$ cat config.mk
export PLATFORM = sky130hd
export DESIGN_NAME = utf8_arabic_script_detector_unit
export DESIGN_NICKNAME = d
export VERILOG_FILES = /design/src/u8ar_pkg.sv /design/src/u8ar_decode.sv /design/src/utf8_arabic_script_detector_unit.sv
export SDC_FILE = /design/constraint.sdc
export NUM_CORES = 1
export LEC_CHECK = 0
export BUFFER_PORTS_ARGS = -buffer_cell sky130_fd_sc_hd__buf_2
export CORE_AREA = 2 2 80 74
export CTS_CLUSTER_DIAMETER = 60
export DETAILED_ROUTE_END_ITERATION = 8
export DIE_AREA = 0 0 82 76
export PLACE_DENSITY = 0.52
export SYNTH_ARGS = -nofsm -noshare
export SYNTH_HDL_FRONTEND = slang
export SYNTH_HIERARCHICAL = 1
export SYNTH_SLANG_ARGS = --single-unit
$ cat constraint.sdc
create_clock -name clock -period 1.8 [get_ports clock]
set_clock_uncertainty 0.05 [all_clocks]
set_input_delay 0.09 -clock clock [delete_from_list [all_inputs] [get_ports clock]]
set_output_delay 0.09 -clock clock [all_outputs]
set_load 0.02 [all_outputs]
$ cat src/u8ar_pkg.sv
// Shared constants and the code point range check for the UTF-8 Arabic script detector.
// No dependencies; used by u8ar_decode and utf8_arabic_script_detector_unit.
`default_nettype none

package u8ar_pkg;

   localparam int unsigned ByteWidth = 8;
   localparam int unsigned CpWidth   = 21;
   localparam int unsigned PendWidth = 2;

   // Lead byte classes: mask and the pattern that must match under it.
   localparam logic [7:0] Lead2Mask = 8'hE0;
   localparam logic [7:0] Lead2Code = 8'hC0;
   localparam logic [7:0] Lead3Mask = 8'hF0;
   localparam logic [7:0] Lead3Code = 8'hE0;
   localparam logic [7:0] Lead4Mask = 8'hF8;
   localparam logic [7:0] Lead4Code = 8'hF0;
   localparam logic [7:0] ContMask  = 8'h3F;

   localparam logic [CpWidth-1:0] ArabicLo   = 21'h000600;
   localparam logic [CpWidth-1:0] ArabicHi   = 21'h0006FF;
   localparam logic [CpWidth-1:0] SupplLo    = 21'h000750;
   localparam logic [CpWidth-1:0] SupplHi    = 21'h00077F;
   localparam logic [CpWidth-1:0] ExtALo     = 21'h0008A0;
   localparam logic [CpWidth-1:0] ExtAHi     = 21'h0008FF;
   localparam logic [CpWidth-1:0] PresALo    = 21'h00FB50;
   localparam logic [CpWidth-1:0] PresAHi    = 21'h00FDFF;
   localparam logic [CpWidth-1:0] PresBLo    = 21'h00FE70;
   localparam logic [CpWidth-1:0] PresBHi    = 21'h00FEFF;

   typedef struct packed {
      logic                 valid;
      logic [ByteWidth-1:0] text_byte;
      logic                 end_of_text;
   } step_type;

   function automatic logic is_arabic(input logic [CpWidth-1:0] cp);
      is_arabic = (cp >= ArabicLo && cp <= ArabicHi) ||
                  (cp >= SupplLo  && cp <= SupplHi)  ||
                  (cp >= ExtALo   && cp <= ExtAHi)   ||
                  (cp >= PresALo  && cp <= PresAHi)  ||
                  (cp >= PresBLo  && cp <= PresBHi);
   endfunction

endpackage

`default_nettype wire

$ cat src/u8ar_decode.sv
// UTF-8 sequence assembler with the sticky Arabic range flag.
// Depends on u8ar_pkg for constants, the step struct and the range check.
`default_nettype none

module u8ar_decode (
   input  wire logic              clock,
   input  wire logic              reset,
   input  wire u8ar_pkg::step_type step,
   output logic                   found
);

   logic [u8ar_pkg::PendWidth-1:0] pending_ff, pending_in;
   logic [u8ar_pkg::CpWidth-1:0]   acc_ff, acc_in;
   logic                           found_ff, found_in;
   logic [7:0]                     b;

   assign b = step.text_byte;

   always_comb begin
      pending_in = pending_ff;
      acc_in     = acc_ff;
      found_in   = found_ff;
      if (pending_ff != '0) begin
         acc_in     = {acc_ff[u8ar_pkg::CpWidth-7:0], b[5:0] & u8ar_pkg::ContMask[5:0]};
         pending_in = pending_ff - 2'd1;
         if (pending_in == '0 && u8ar_pkg::is_arabic(acc_in)) begin
            found_in = 1'b1;
         end
      end else if ((b & u8ar_pkg::Lead2Mask) == u8ar_pkg::Lead2Code) begin
         acc_in     = {16'd0, b[4:0]};
         pending_in = 2'd1;
      end else if ((b & u8ar_pkg::Lead3Mask) == u8ar_pkg::Lead3Code) begin
         acc_in     = {17'd0, b[3:0]};
         pending_in = 2'd2;
      end else if ((b & u8ar_pkg::Lead4Mask) == u8ar_pkg::Lead4Code) begin
         acc_in     = {18'd0, b[2:0]};
         pending_in = 2'd3;
      end
   end

   // The flag as it stands after this byte; the top level registers it on the final byte.
   assign found = found_in;

   always_ff @(posedge clock) begin
      if (reset) begin
         pending_ff <= '0;
         acc_ff     <= '0;
         found_ff   <= 1'b0;
      end else if (step.valid) begin
         if (step.end_of_text) begin
            // The final byte closes the text; a cut-short sequence is dropped here.
            pending_ff <= '0;
            acc_ff     <= '0;
            found_ff   <= 1'b0;
         end else begin
            pending_ff <= pending_in;
            acc_ff     <= acc_in;
            found_ff   <= found_in;
         end
      end
   end

endmodule

`default_nettype wire

$ cat src/utf8_arabic_script_detector_unit.sv
// Top level of the UTF-8 Arabic script detector: input register, decoder, result register.
// Depends on u8ar_pkg and u8ar_decode.
`default_nettype none

// Scans a UTF-8 text one byte per transaction on the req_ stream, with req_tlast on the
// final byte, and returns one rsp_ transaction per text whose bit 0 says whether any
// complete code point fell in an Arabic block. One byte is taken in every clock while no
// final byte waits in the input register. A byte passes from the input register through
// the combinational sequence assembler, and a final byte loads the result register from
// there. Only a final byte that meets a full, stalled result register waits in the input
// register, and the input stalls behind it.
module utf8_arabic_script_detector_unit (
   input  wire logic       clock,
   input  wire logic       reset,
   input  wire logic       req_tvalid,
   output logic            req_tready,
   input  wire logic [7:0] req_tdata,   // [7:0] text_byte
   input  wire logic       req_tlast,   // end_of_text
   output logic            rsp_tvalid,
   input  wire logic       rsp_tready,
   output logic [7:0]      rsp_tdata    // [0] contains_arabic, [7:1] zero
);

   logic       s1_valid_ff, s1_valid_in;
   logic [7:0] s1_byte_ff;
   logic       s1_last_ff;
   logic       s1_adv;
   logic       out_free;
   logic       rsp_valid_ff, rsp_valid_in;
   logic       rsp_flag_ff;
   logic       found;
   u8ar_pkg::step_type step;

   assign out_free   = !rsp_valid_ff || rsp_tready;
   // Bytes that give no result never wait on the output side.
   assign s1_adv     = s1_valid_ff && (!s1_last_ff || out_free);
   assign req_tready = !s1_valid_ff || s1_adv;

   assign s1_valid_in = (req_tvalid && req_tready) || (s1_valid_ff && !s1_adv);

   assign step.valid       = s1_adv;
   assign step.text_byte   = s1_byte_ff;
   assign step.end_of_text = s1_last_ff;

   u8ar_decode u_decode (
      .clock (clock),
      .reset (reset),
      .step  (step),
      .found (found)
   );

   assign rsp_valid_in = (s1_adv && s1_last_ff) || (rsp_valid_ff && !rsp_tready);

   always_ff @(posedge clock) begin
      if (reset) begin
         s1_valid_ff  <= 1'b0;
         rsp_valid_ff <= 1'b0;
      end else begin
         s1_valid_ff  <= s1_valid_in;
         rsp_valid_ff <= rsp_valid_in;
      end
   end

   always_ff @(posedge clock) begin
      if (req_tvalid && req_tready) begin
         s1_byte_ff <= req_tdata;
         s1_last_ff <= req_tlast;
      end
      if (s1_adv && s1_last_ff) begin
         rsp_flag_ff <= found;
      end
   end

   assign rsp_tvalid = rsp_valid_ff;
   assign rsp_tdata  = {7'd0, rsp_flag_ff};

   a_rsp_from_final : assert property (@(posedge clock) disable iff (reset)
      $rose(rsp_tvalid) |-> $past(s1_valid_ff && s1_last_ff))
      else $error("result appeared without a final byte in the input register");

   a_final_gives_rsp : assert property (@(posedge clock) disable iff (reset)
      (s1_adv && s1_last_ff) |=> rsp_tvalid)
      else $error("final byte passed without loading a result");

   a_stall_holds : assert property (@(posedge clock) disable iff (reset)
      (s1_valid_ff && !s1_adv) |=> (s1_valid_ff && $stable(s1_byte_ff) && $stable(s1_last_ff)))
      else $error("held byte lost while waiting on the result register");

endmodule

`default_nettype wire

==> results of run 1 <==
worst max-delay path, delay by kind of cell, from the launching register on:
kind | cells | cell delay (ns)
AO/OA/AOI/OAI | 1 | 0.19
flip-flops | 1 | 0.31
AND/OR/NAND/NOR | 3 | 0.97
per-stage QoR:
stage	std cells	hold WS [ns]	setup slack (ns)	total power [W]	utilization, %
finish	219	0.0320	0.125	0.00135	29.8
global route	219	0.0466	0.00319	0.00141	29.8
CTS	219	0.0221	0.117	0.00136	29.8
detailed placement	201	0.218	0.128	0.000832	26.4
global placement	201	0.218	0.158	0.000829	26.4
floorplan	122	0.109	0.119	0.000812	-
worst min path at each step:
stage                       from            end  depth (start not counted)
floorplan                  reset     rsp_tvalid                          1
global placement    req_tdata[5]  s1_byte_ff[5]                          1
detailed placement  req_tdata[6]  s1_byte_ff[6]                          1
CTS                        reset    s1_valid_ff                          2
global route               reset    s1_valid_ff                          2
finish                     reset    s1_valid_ff                          2
repair_timing:
action,CTS,global route
hold endpoints to repair,10,0
resized for setup,0,0
hold buffers,10,0
logic make-up after synthesis:
group	after synthesis
AO/OA/AOI/OAI	38
buffers and inverters	12
flip-flops	30
other	1
AND/OR/NAND/NOR	35
power breakdown:
part	internal [W]	switching (W)	total [W]
registers	0.000718	0.0000115	0.000729
logic	0.0000457	0.0000583	0.000104
clock network	0.000264	0.000250	0.000513
layout by cell type (no fill, tap or decap), drive strengths merged, types with 2 or more instances in the layout:
cell         netlist  layout
dfxtp             20      20
buf                9      18
a22o              13      13
dlygate4sd3        0      10
edfxtp            10      10
nor2               9       9
a21oi              7       7
conb               1       7
nand2              5       5
nand2b             5       5
clkbuf             0       5
o21ai              5       5
and2               3       3
inv                3       3
o22ai              3       3
nand4              2       2
a32o               2       2
a21boi             2       2
clkinv             0       2
layer usage:
metal  share of wire (%)  wire [µm]  vias up
met5                   0          0        -
met4                 2.3         58        0
met3                 4.7        115        7
met2                  50       1230       24
met1                  43       1070      455
li1                    -          -      489
state kept, by name, summed over array words and instances (netlist names):
register / flops
u_decode/found_ff: 1
s1_byte_ff: 8
s1_last_ff: 1
rsp_tvalid: 1
u_decode/pending_ff: 2
s1_valid_ff: 1
rsp_flag_ff: 1
u_decode/acc_ff: 15
layout make-up:
cell class              count  area [µm²]
fillers                   572        3840
flip-flops and latches     30         701
multi-input cells          80         546
repair buffers             28         198
well taps                  70        87.6
clock buffers               5        68.8
clock inverters             3        16.3
inverters                   3        11.3
==> Flow_metrics.wiki, run 1 <==
{| class="wikitable"
! Metric !! Value
|-
| Status || finished, final reports clean
|-
| Setup Total Neg Slack || 0 ns
|-
| Post-synthesis cell count || 116
|-
| Xor and xnor area share after synthesis || 0%
|-
| DRC errors left || 0
|-
| Endpoints failing hold || 0
|-
| Dominant combinational cell family by area after synthesis || compound AO/OA/AOI/OAI gates
|-
| Net total in the final layout || 161
|-
| CORE AREA || 5470 µm²
|-
| Synthesized area per cell || 11.2 µm²
|-
| Die width || 82 µm
|-
| Via/cell ratio || 4.45
|-
| Most congested layer reported by global routing || met2
|-
| Global-route track usage on met1 || 9.93%
|-
| Syn-to-layout area delta || 25.2%
|-
| Height of the chip || 76 µm
|-
| Worst min path class || input port to flip-flop
|-
| Dominant cell by count in the synthesized netlist || sky130_fd_sc_hd__dfxtp_1
|-
| Fraction of post-synthesis cell area in the top cell type by area || 30.8%
|-
| Die Outline Area || 6230 µm²
|-
| Global-route wire length before repair || 4.24 mm
|-
| Clock tree from TritonCTS || yes
|-
| Top FF cell, synth || sky130_fd_sc_hd__dfxtp_1
|-
| Tightest slew margin relative to the limit || 57.2%
|-
| Data arrival time of the worst path || 1.76 ns
|-
| Post-layout instance area || 1630 µm²
|-
| R2R setup slack || 0.12 ns
|-
| Synthesized flop and latch total || 30
|-
| Clk sink count || 30
|-
| Clock root buffer master || sky130_fd_sc_hd__clkbuf_8
|-
| Delay of the slowest critical-path stage || 0.54 ns
|-
| Power Density || 827 nW/µm²
|-
| Cell area after technology mapping || 1300 µm²
|-
| Asr flop ratio synth || 0%
|-
| Routed wire length || 2.47 mm
|-
| Unrepaired setup endpoints after global routing || false
|-
| Simple logic cell fraction of the synthesized area || 17.2%
|-
| Maximum number of pins on one net before global-route repair || 16
|-
| GRT Util Overall || 9.00%
|-
| Commonest cells in the synthesized netlist || sky130_fd_sc_hd__dfxtp_1, sky130_fd_sc_hd__a22o_1, sky130_fd_sc_hd__edfxtp_1
|-
| Highest Clock Rate || 597 MHz
|-
| Number of detailed-route iterations in the first pass || 4
|-
| Shortest clock period the worst path allows after layout || 1.68 ns
|-
| Number of levels in the clock H-tree || 2
|-
| Insertion delay of the later-clocked pin in the worst-skew pair || 0.29 ns
|-
| End of the critical path || rsp_flag_ff
|-
| Fraction of met3 tracks used by global routing || 3.20%
|-
| Estimated wirelength of the detail-placed design || 1.80 mm
|-
| Part of the Yosys area used for sequential elements || 53.9%
|-
| Worst flop-to-flop path endpoint || rsp_flag_ff
|-
| Worst EP required || 1.88 ns
|-
| Post-DP Area || 1440 µm²
|-
| Overflow left after global routing || 0
|-
| Initial Utilization || 23.8%
|-
| Classification of the worst setup path || flip-flop to flip-flop
|-
| Top cell type by total area after synthesis || sky130_fd_sc_hd__dfxtp_1
|-
| RePlAce Congestion || 0.759
|-
| Worst setup startpoint || u_decode/acc_ff[10]
|-
| Fraction of the mapped netlist area in adder cells || 0%
|-
| Number of primary I/O pins || 23
|-
| Worst vdd ir || 510 µV
|-
| Via count of the routed design || 975
|-
| Fin crit share || 93.1%
|-
| Setup violation total in the final timing report || 0
|-
| Number of global-route vias before repair || 973
|-
| Post-DRT Antenna Nets || 0
|-
| Multiplexer fraction of the synthesized cell area || 0%
|-
| MaxCap Viol Count || 0
|-
| IO buf count || 15
|-
| Static power due to leakage || 0.630 nW
|-
| Worst Reg2Reg Path Length in Cells || 4
|-
| Worst-Margin Slew || 0.642 ns
|-
| Number of setup buffers added after CTS || 0
|-
| Reg-to-Reg Start || u_decode/acc_ff[10]
|-
| CP endpoint kind || flip-flop
|-
| Clock transition at the registers of the reported paths || 0.06 ns
|-
| Cell with the largest stage delay on the worst path || sky130_fd_sc_hd__or4_4
|-
| Antenna violations before repair || 0
|-
| Row count || 26
|-
| Fraction of the mapped netlist area in compound gates || 22.7%
|-
| Clock buffer count from CTS || 5
|-
| Fraction of met2 tracks used by global routing || 14.5%
|-
| Top post-synthesis cells by area || sky130_fd_sc_hd__dfxtp_1, sky130_fd_sc_hd__edfxtp_1, sky130_fd_sc_hd__a22o_1
|-
| Synth warn || 6
|-
| Share of post-route cells with drive strength above 1 || 22.8%
|-
| Deepest clock path buffer count || 2
|-
| 1st-iter DRT viols || 51
|-
| Kind of start point of the critical path || flip-flop
|-
| Largest fanout on the critical path || 2
|-
| Total count of max-transition violations in the final report || 0
|-
| Count of unique library cells instantiated by Yosys || 38
|-
| Antenna cell count || 0
|-
| Number of enable-type register cells in the synthesized netlist || 10
|-
| Routed length per placed instance || 11.3 µm
|-
| Cells along the critical path || or4_4 -> nor4b_4 -> nand4_1 -> o22ai_1
|}
Power figures use the tool's default switching activity.
==> run 2: changes to the inputs <==
--- a/config.mk
+++ b/config.mk
@@ -5,11 +5,13 @@
 export SDC_FILE = /design/constraint.sdc
 export NUM_CORES = 1
 export LEC_CHECK = 0
+export ABC_AREA = 1
 export BUFFER_PORTS_ARGS = -buffer_cell sky130_fd_sc_hd__buf_2
-export CORE_AREA = 2 2 80 74
+export CAP_MARGIN = 15
+export CORE_AREA = 2 2 89 83
 export CTS_CLUSTER_DIAMETER = 60
 export DETAILED_ROUTE_END_ITERATION = 8
-export DIE_AREA = 0 0 82 76
+export DIE_AREA = 0 0 91 85
 export PLACE_DENSITY = 0.52
 export SYNTH_ARGS = -nofsm -noshare
 export SYNTH_HDL_FRONTEND = slang
==> Flow_metrics.wiki, run 2 <==
{| class="wikitable"
! Metric !! Value
|-
| Status || finished, final reports clean
|-
| RePlAce Congestion || 0.775 (+2.1%)
|-
| Synth warn || 6 (unchanged)
|-
| Clock tree from TritonCTS || yes
|-
| Highest-count cells in the layout ignoring fill and taps || sky130_fd_sc_hd__nand2_1, sky130_fd_sc_hd__nor2_1, sky130_fd_sc_hd__inv_1, sky130_fd_sc_hd__nand3_1, sky130_fd_sc_hd__dfxtp_1
|-
| Synthesized flop and latch total || 30 (unchanged)
|-
| Setup violation total in the final timing report || 0 (unchanged)
|-
| Highest Clock Rate || 643 MHz (+7.7%)
|-
| Flip-flop count of the largest register, all copies and words added || 15 (unchanged)
|-
| Net total in the final layout || 252 (+57%)
|-
| Worst vdd ir || 465 µV (-8.8%)
|-
| Fraction of post-synthesis cell area in the top cell type by area || 24.1% (-6.7 points)
|-
| Unrepaired setup endpoints after global routing || false
|-
| Clock transition at the registers of the reported paths || 0.07 ns (about the same)
|-
| Antenna cell count || 0 (unchanged)
|-
| Regs by FF count || u_decode/acc_ff x15, s1_byte_ff x8, u_decode/pending_ff x2
|-
| DRC errors left || 0 (unchanged)
|-
| Via count of the routed design || 1335 (+37%)
|-
| CORE AREA || 6820 µm² (+25%)
|-
| Maximum number of pins on one net before global-route repair || 21 (+5)
|-
| Total internal power || 0.00107 W (+4.6%)
|-
| Fin util || 28.5% (-1.3 points)
|-
| Deepest clock path buffer count || 2 (unchanged)
|-
| Syn-to-layout area delta || 17.1%
|-
| Kind of start point of the critical path || flip-flop
|-
| R2R setup slack || 0.24 ns (+0.12 ns)
|-
| Worst Reg2Reg Path Length in Cells || 11 (+7)
|-
| Asr flop ratio synth || 0% (unchanged)
|-
| Clock buffer count from CTS || 5 (unchanged)
|-
| Total power || 0.00143 W (+6.4%)
|-
| Post-DRT Antenna Nets || 0 (unchanged)
|-
| Antenna violations before repair || 0 (unchanged)
|-
| Number of setup buffers added after CTS || 0 (unchanged)
|-
| Post-synthesis cell count || 215 (+85%)
|-
| Most common cell after layout, fill and taps aside || sky130_fd_sc_hd__nand2_1
|-
| Largest fanout on the critical path || 7 (+5)
|-
| CP endpoint kind || flip-flop
|-
| Dominant cell by count in the synthesized netlist || sky130_fd_sc_hd__nand2_1
|-
| Worst min path class || input port to flip-flop
|-
| Endpoints failing hold || 0 (unchanged)
|-
| Data arrival time of the worst path || 1.54 ns (-0.22 ns)
|-
| Hold path depth || 4 (+2)
|-
| Clk sink count || 30 (unchanged)
|-
| Power Density || 737 nW/µm² (-11%)
|-
| Estimated wirelength of the detail-placed design || 2.19 mm (+22%)
|-
| Shortest clock period the worst path allows after layout || 1.56 ns (-0.120 ns)
|-
| End point of the worst hold path || s1_valid_ff
|-
| Proportion of power drawn by the clock network || 39.5% (+1.4 points)
|-
| Total count of max-transition violations in the final report || 0 (unchanged)
|-
| Number of detailed-route iterations in the first pass || 4 (unchanged)
|-
| Worst flop-to-flop path endpoint || rsp_flag_ff
|-
| Number of primary I/O pins || 23 (unchanged)
|-
| Sw frac || 25.0% (+1.3 points)
|-
| Share of post-route cells with drive strength above 1 || 20.8% (-2.0 points)
|-
| Synthesized area per cell || 7.73 µm² (-31%)
|-
| Fin crit share || 86.4% (-6.7 points)
|-
| Number of global-route vias before repair || 1250 (+28%)
|-
| Die width || 91 µm (+11%)
|-
| Height of the chip || 85 µm (+12%)
|-
| Die Outline Area || 7740 µm² (+24%)
|-
| Insertion delay of the later-clocked pin in the worst-skew pair || 0.28 ns (about the same)
|-
| Worst EP required || 1.79 ns (-0.09 ns)
|-
| 1st-iter DRT viols || 42 (-18%)
|-
| Clock root buffer master || sky130_fd_sc_hd__clkbuf_8
|-
| Via/cell ratio || 4.01 (-10%)
|-
| Row count || 29 (+12%)
|-
| Number of levels in the clock H-tree || 2 (unchanged)
|-
| Placed instance count || 315 (+57%)
|-
| Static power due to leakage || 0.776 nW (+23%)
|-
| Classification of the worst setup path || flip-flop to flip-flop
|-
| Final Instance Count excl. Fillers || 333 (+52%)
|-
| Cell area after technology mapping || 1660 µm² (+28%)
|-
| Hold_sp || rsp_tready
|-
| Reg-to-Reg Start || u_decode/acc_ff[5]
|-
| Top cell type by total area after synthesis || sky130_fd_sc_hd__dfxtp_1
|-
| IO buf count || 15 (unchanged)
|-
| Hold slack final || 0.0611 ns (+0.0291 ns)
|-
| Initial Utilization || 24.4% (+0.57 points)
|-
| Routed wire length || 3.18 mm (+29%)
|-
| Sequential share of power || 51.5% (-2.7 points)
|-
| Worst setup startpoint || u_decode/acc_ff[5]
|-
| GRT Util Overall || 9.33% (+0.33 points)
|-
| Global-route wire length before repair || 5.73 mm (+35%)
|-
| MaxCap Viol Count || 0 (unchanged)
|-
| Number of enable-type register cells in the synthesized netlist || 10 (unchanged)
|-
| Overflow left after global routing || 0 (unchanged)
|-
| Commonest cells in the synthesized netlist || sky130_fd_sc_hd__nand2_1, sky130_fd_sc_hd__nor2_1, sky130_fd_sc_hd__inv_1
|-
| Reg with most FFs || u_decode/acc_ff
|-
| Top FF cell, synth || sky130_fd_sc_hd__dfxtp_1
|-
| Part of the Yosys area used for sequential elements || 42.2% (-12 points)
|-
| Routed length per placed instance || 9.55 µm (-15%)
|-
| Switching power || 0.000359 W (+12%)
|-
| Top post-synthesis cells by area || sky130_fd_sc_hd__dfxtp_1, sky130_fd_sc_hd__edfxtp_1, sky130_fd_sc_hd__nand2_1
|-
| Setup Total Neg Slack || 0 ns (unchanged)
|-
| Part of the power in combinational logic || 9.1% (+1.4 points)
|-
| Count of unique library cells instantiated by Yosys || 31 (-18%)
|}
run 2: cell count changes after synthesis, sizes merged, moves of 4 or more:
cell / delta
a21oi: +15
a22o: -13
buf: +4
inv: +24
nand2: +45
nand2b: -5
nand3: +24
nor2: +18
run 2: per-layer routing:
layer	wire [µm]	track usage, %	vias up
li1	-	-	725
met3	135	2.66	4
met5	0	0	-
met1	1590	12.0	570
met4	49	4.55	0
met2	1410	14.4	36
run 2: through the flow:
step / cell area (µm²) / setup WS [ns]
after CTS: 1950 / 0.244
after floorplan: 1680 / 0.358
after global placement: 1750 / 0.251
final: 1950 / 0.245
after global routing: 1950 / 0.0191
after detailed placement: 1750 / 0.257
run 2: how the worst max path moves through the flow:
stage	to	slack (ns)	cells past startpoint
5_1_grt	u_decode/acc_ff[13]	0.02	9
4_1_cts	rsp_flag_ff	0.24	11
6_report	rsp_flag_ff	0.24	11
3_5_place_dp	rsp_flag_ff	0.26	11
3_3_place_gp	rsp_flag_ff	0.25	8
2_1_floorplan	u_decode/acc_ff[9]	0.36	10
run 2: critical path: stages, from the launching register on:
cell                      delay [ns]
sky130_fd_sc_hd__dfxtp_1        0.44
sky130_fd_sc_hd__inv_1          0.09
sky130_fd_sc_hd__nor2_1         0.09
sky130_fd_sc_hd__nand2_1        0.07
sky130_fd_sc_hd__nor2_1         0.09
sky130_fd_sc_hd__nor2_1         0.04
sky130_fd_sc_hd__nand3_1        0.06
sky130_fd_sc_hd__nand2_1        0.05
sky130_fd_sc_hd__nor2_1         0.10
sky130_fd_sc_hd__nand3_1        0.08
sky130_fd_sc_hd__nand2_1        0.10
sky130_fd_sc_hd__nand2_1        0.05
run 2: area by class of cell:
type                       instances  area [µm²]
timing repair buffer              27         190
sequential                        30         701
clock inverter                     2        12.5
multi-input combinational        148         739
clock buffer                       6        82.6
fill                             762        4880
inverter                          27         104
tap                               93         116
run 2: power groups by stage:
stage | Combinational [W] | Sequential [W] | Clock (W)
floorplan | 0.000108 | 0.000747 | 0
global placement | 0.000114 | 0.000752 | 0
detailed placement | 0.000115 | 0.000752 | 0
CTS | 0.000131 | 0.000737 | 0.000589
global route | 0.000147 | 0.000740 | 0.000622
finish | 0.000130 | 0.000737 | 0.000566
run 2: cells by family after synthesis:
logic type	count (synthesis)	share of synthesized area (%)
other	1	0.226
AOI/OAI and AO/OA	30	11.3
buffers and inverters	43	14.7
DFF	30	42.2
and+or+nand+nor	111	31.6
run 2: timing repair:
| action | 4_1_cts | 5_1_grt |
|---|---|---|
| hold buffers | 10 | 0 |
| endpoints found under the hold margin | 10 | 0 |
| gates resized for setup | 0 | 0 |
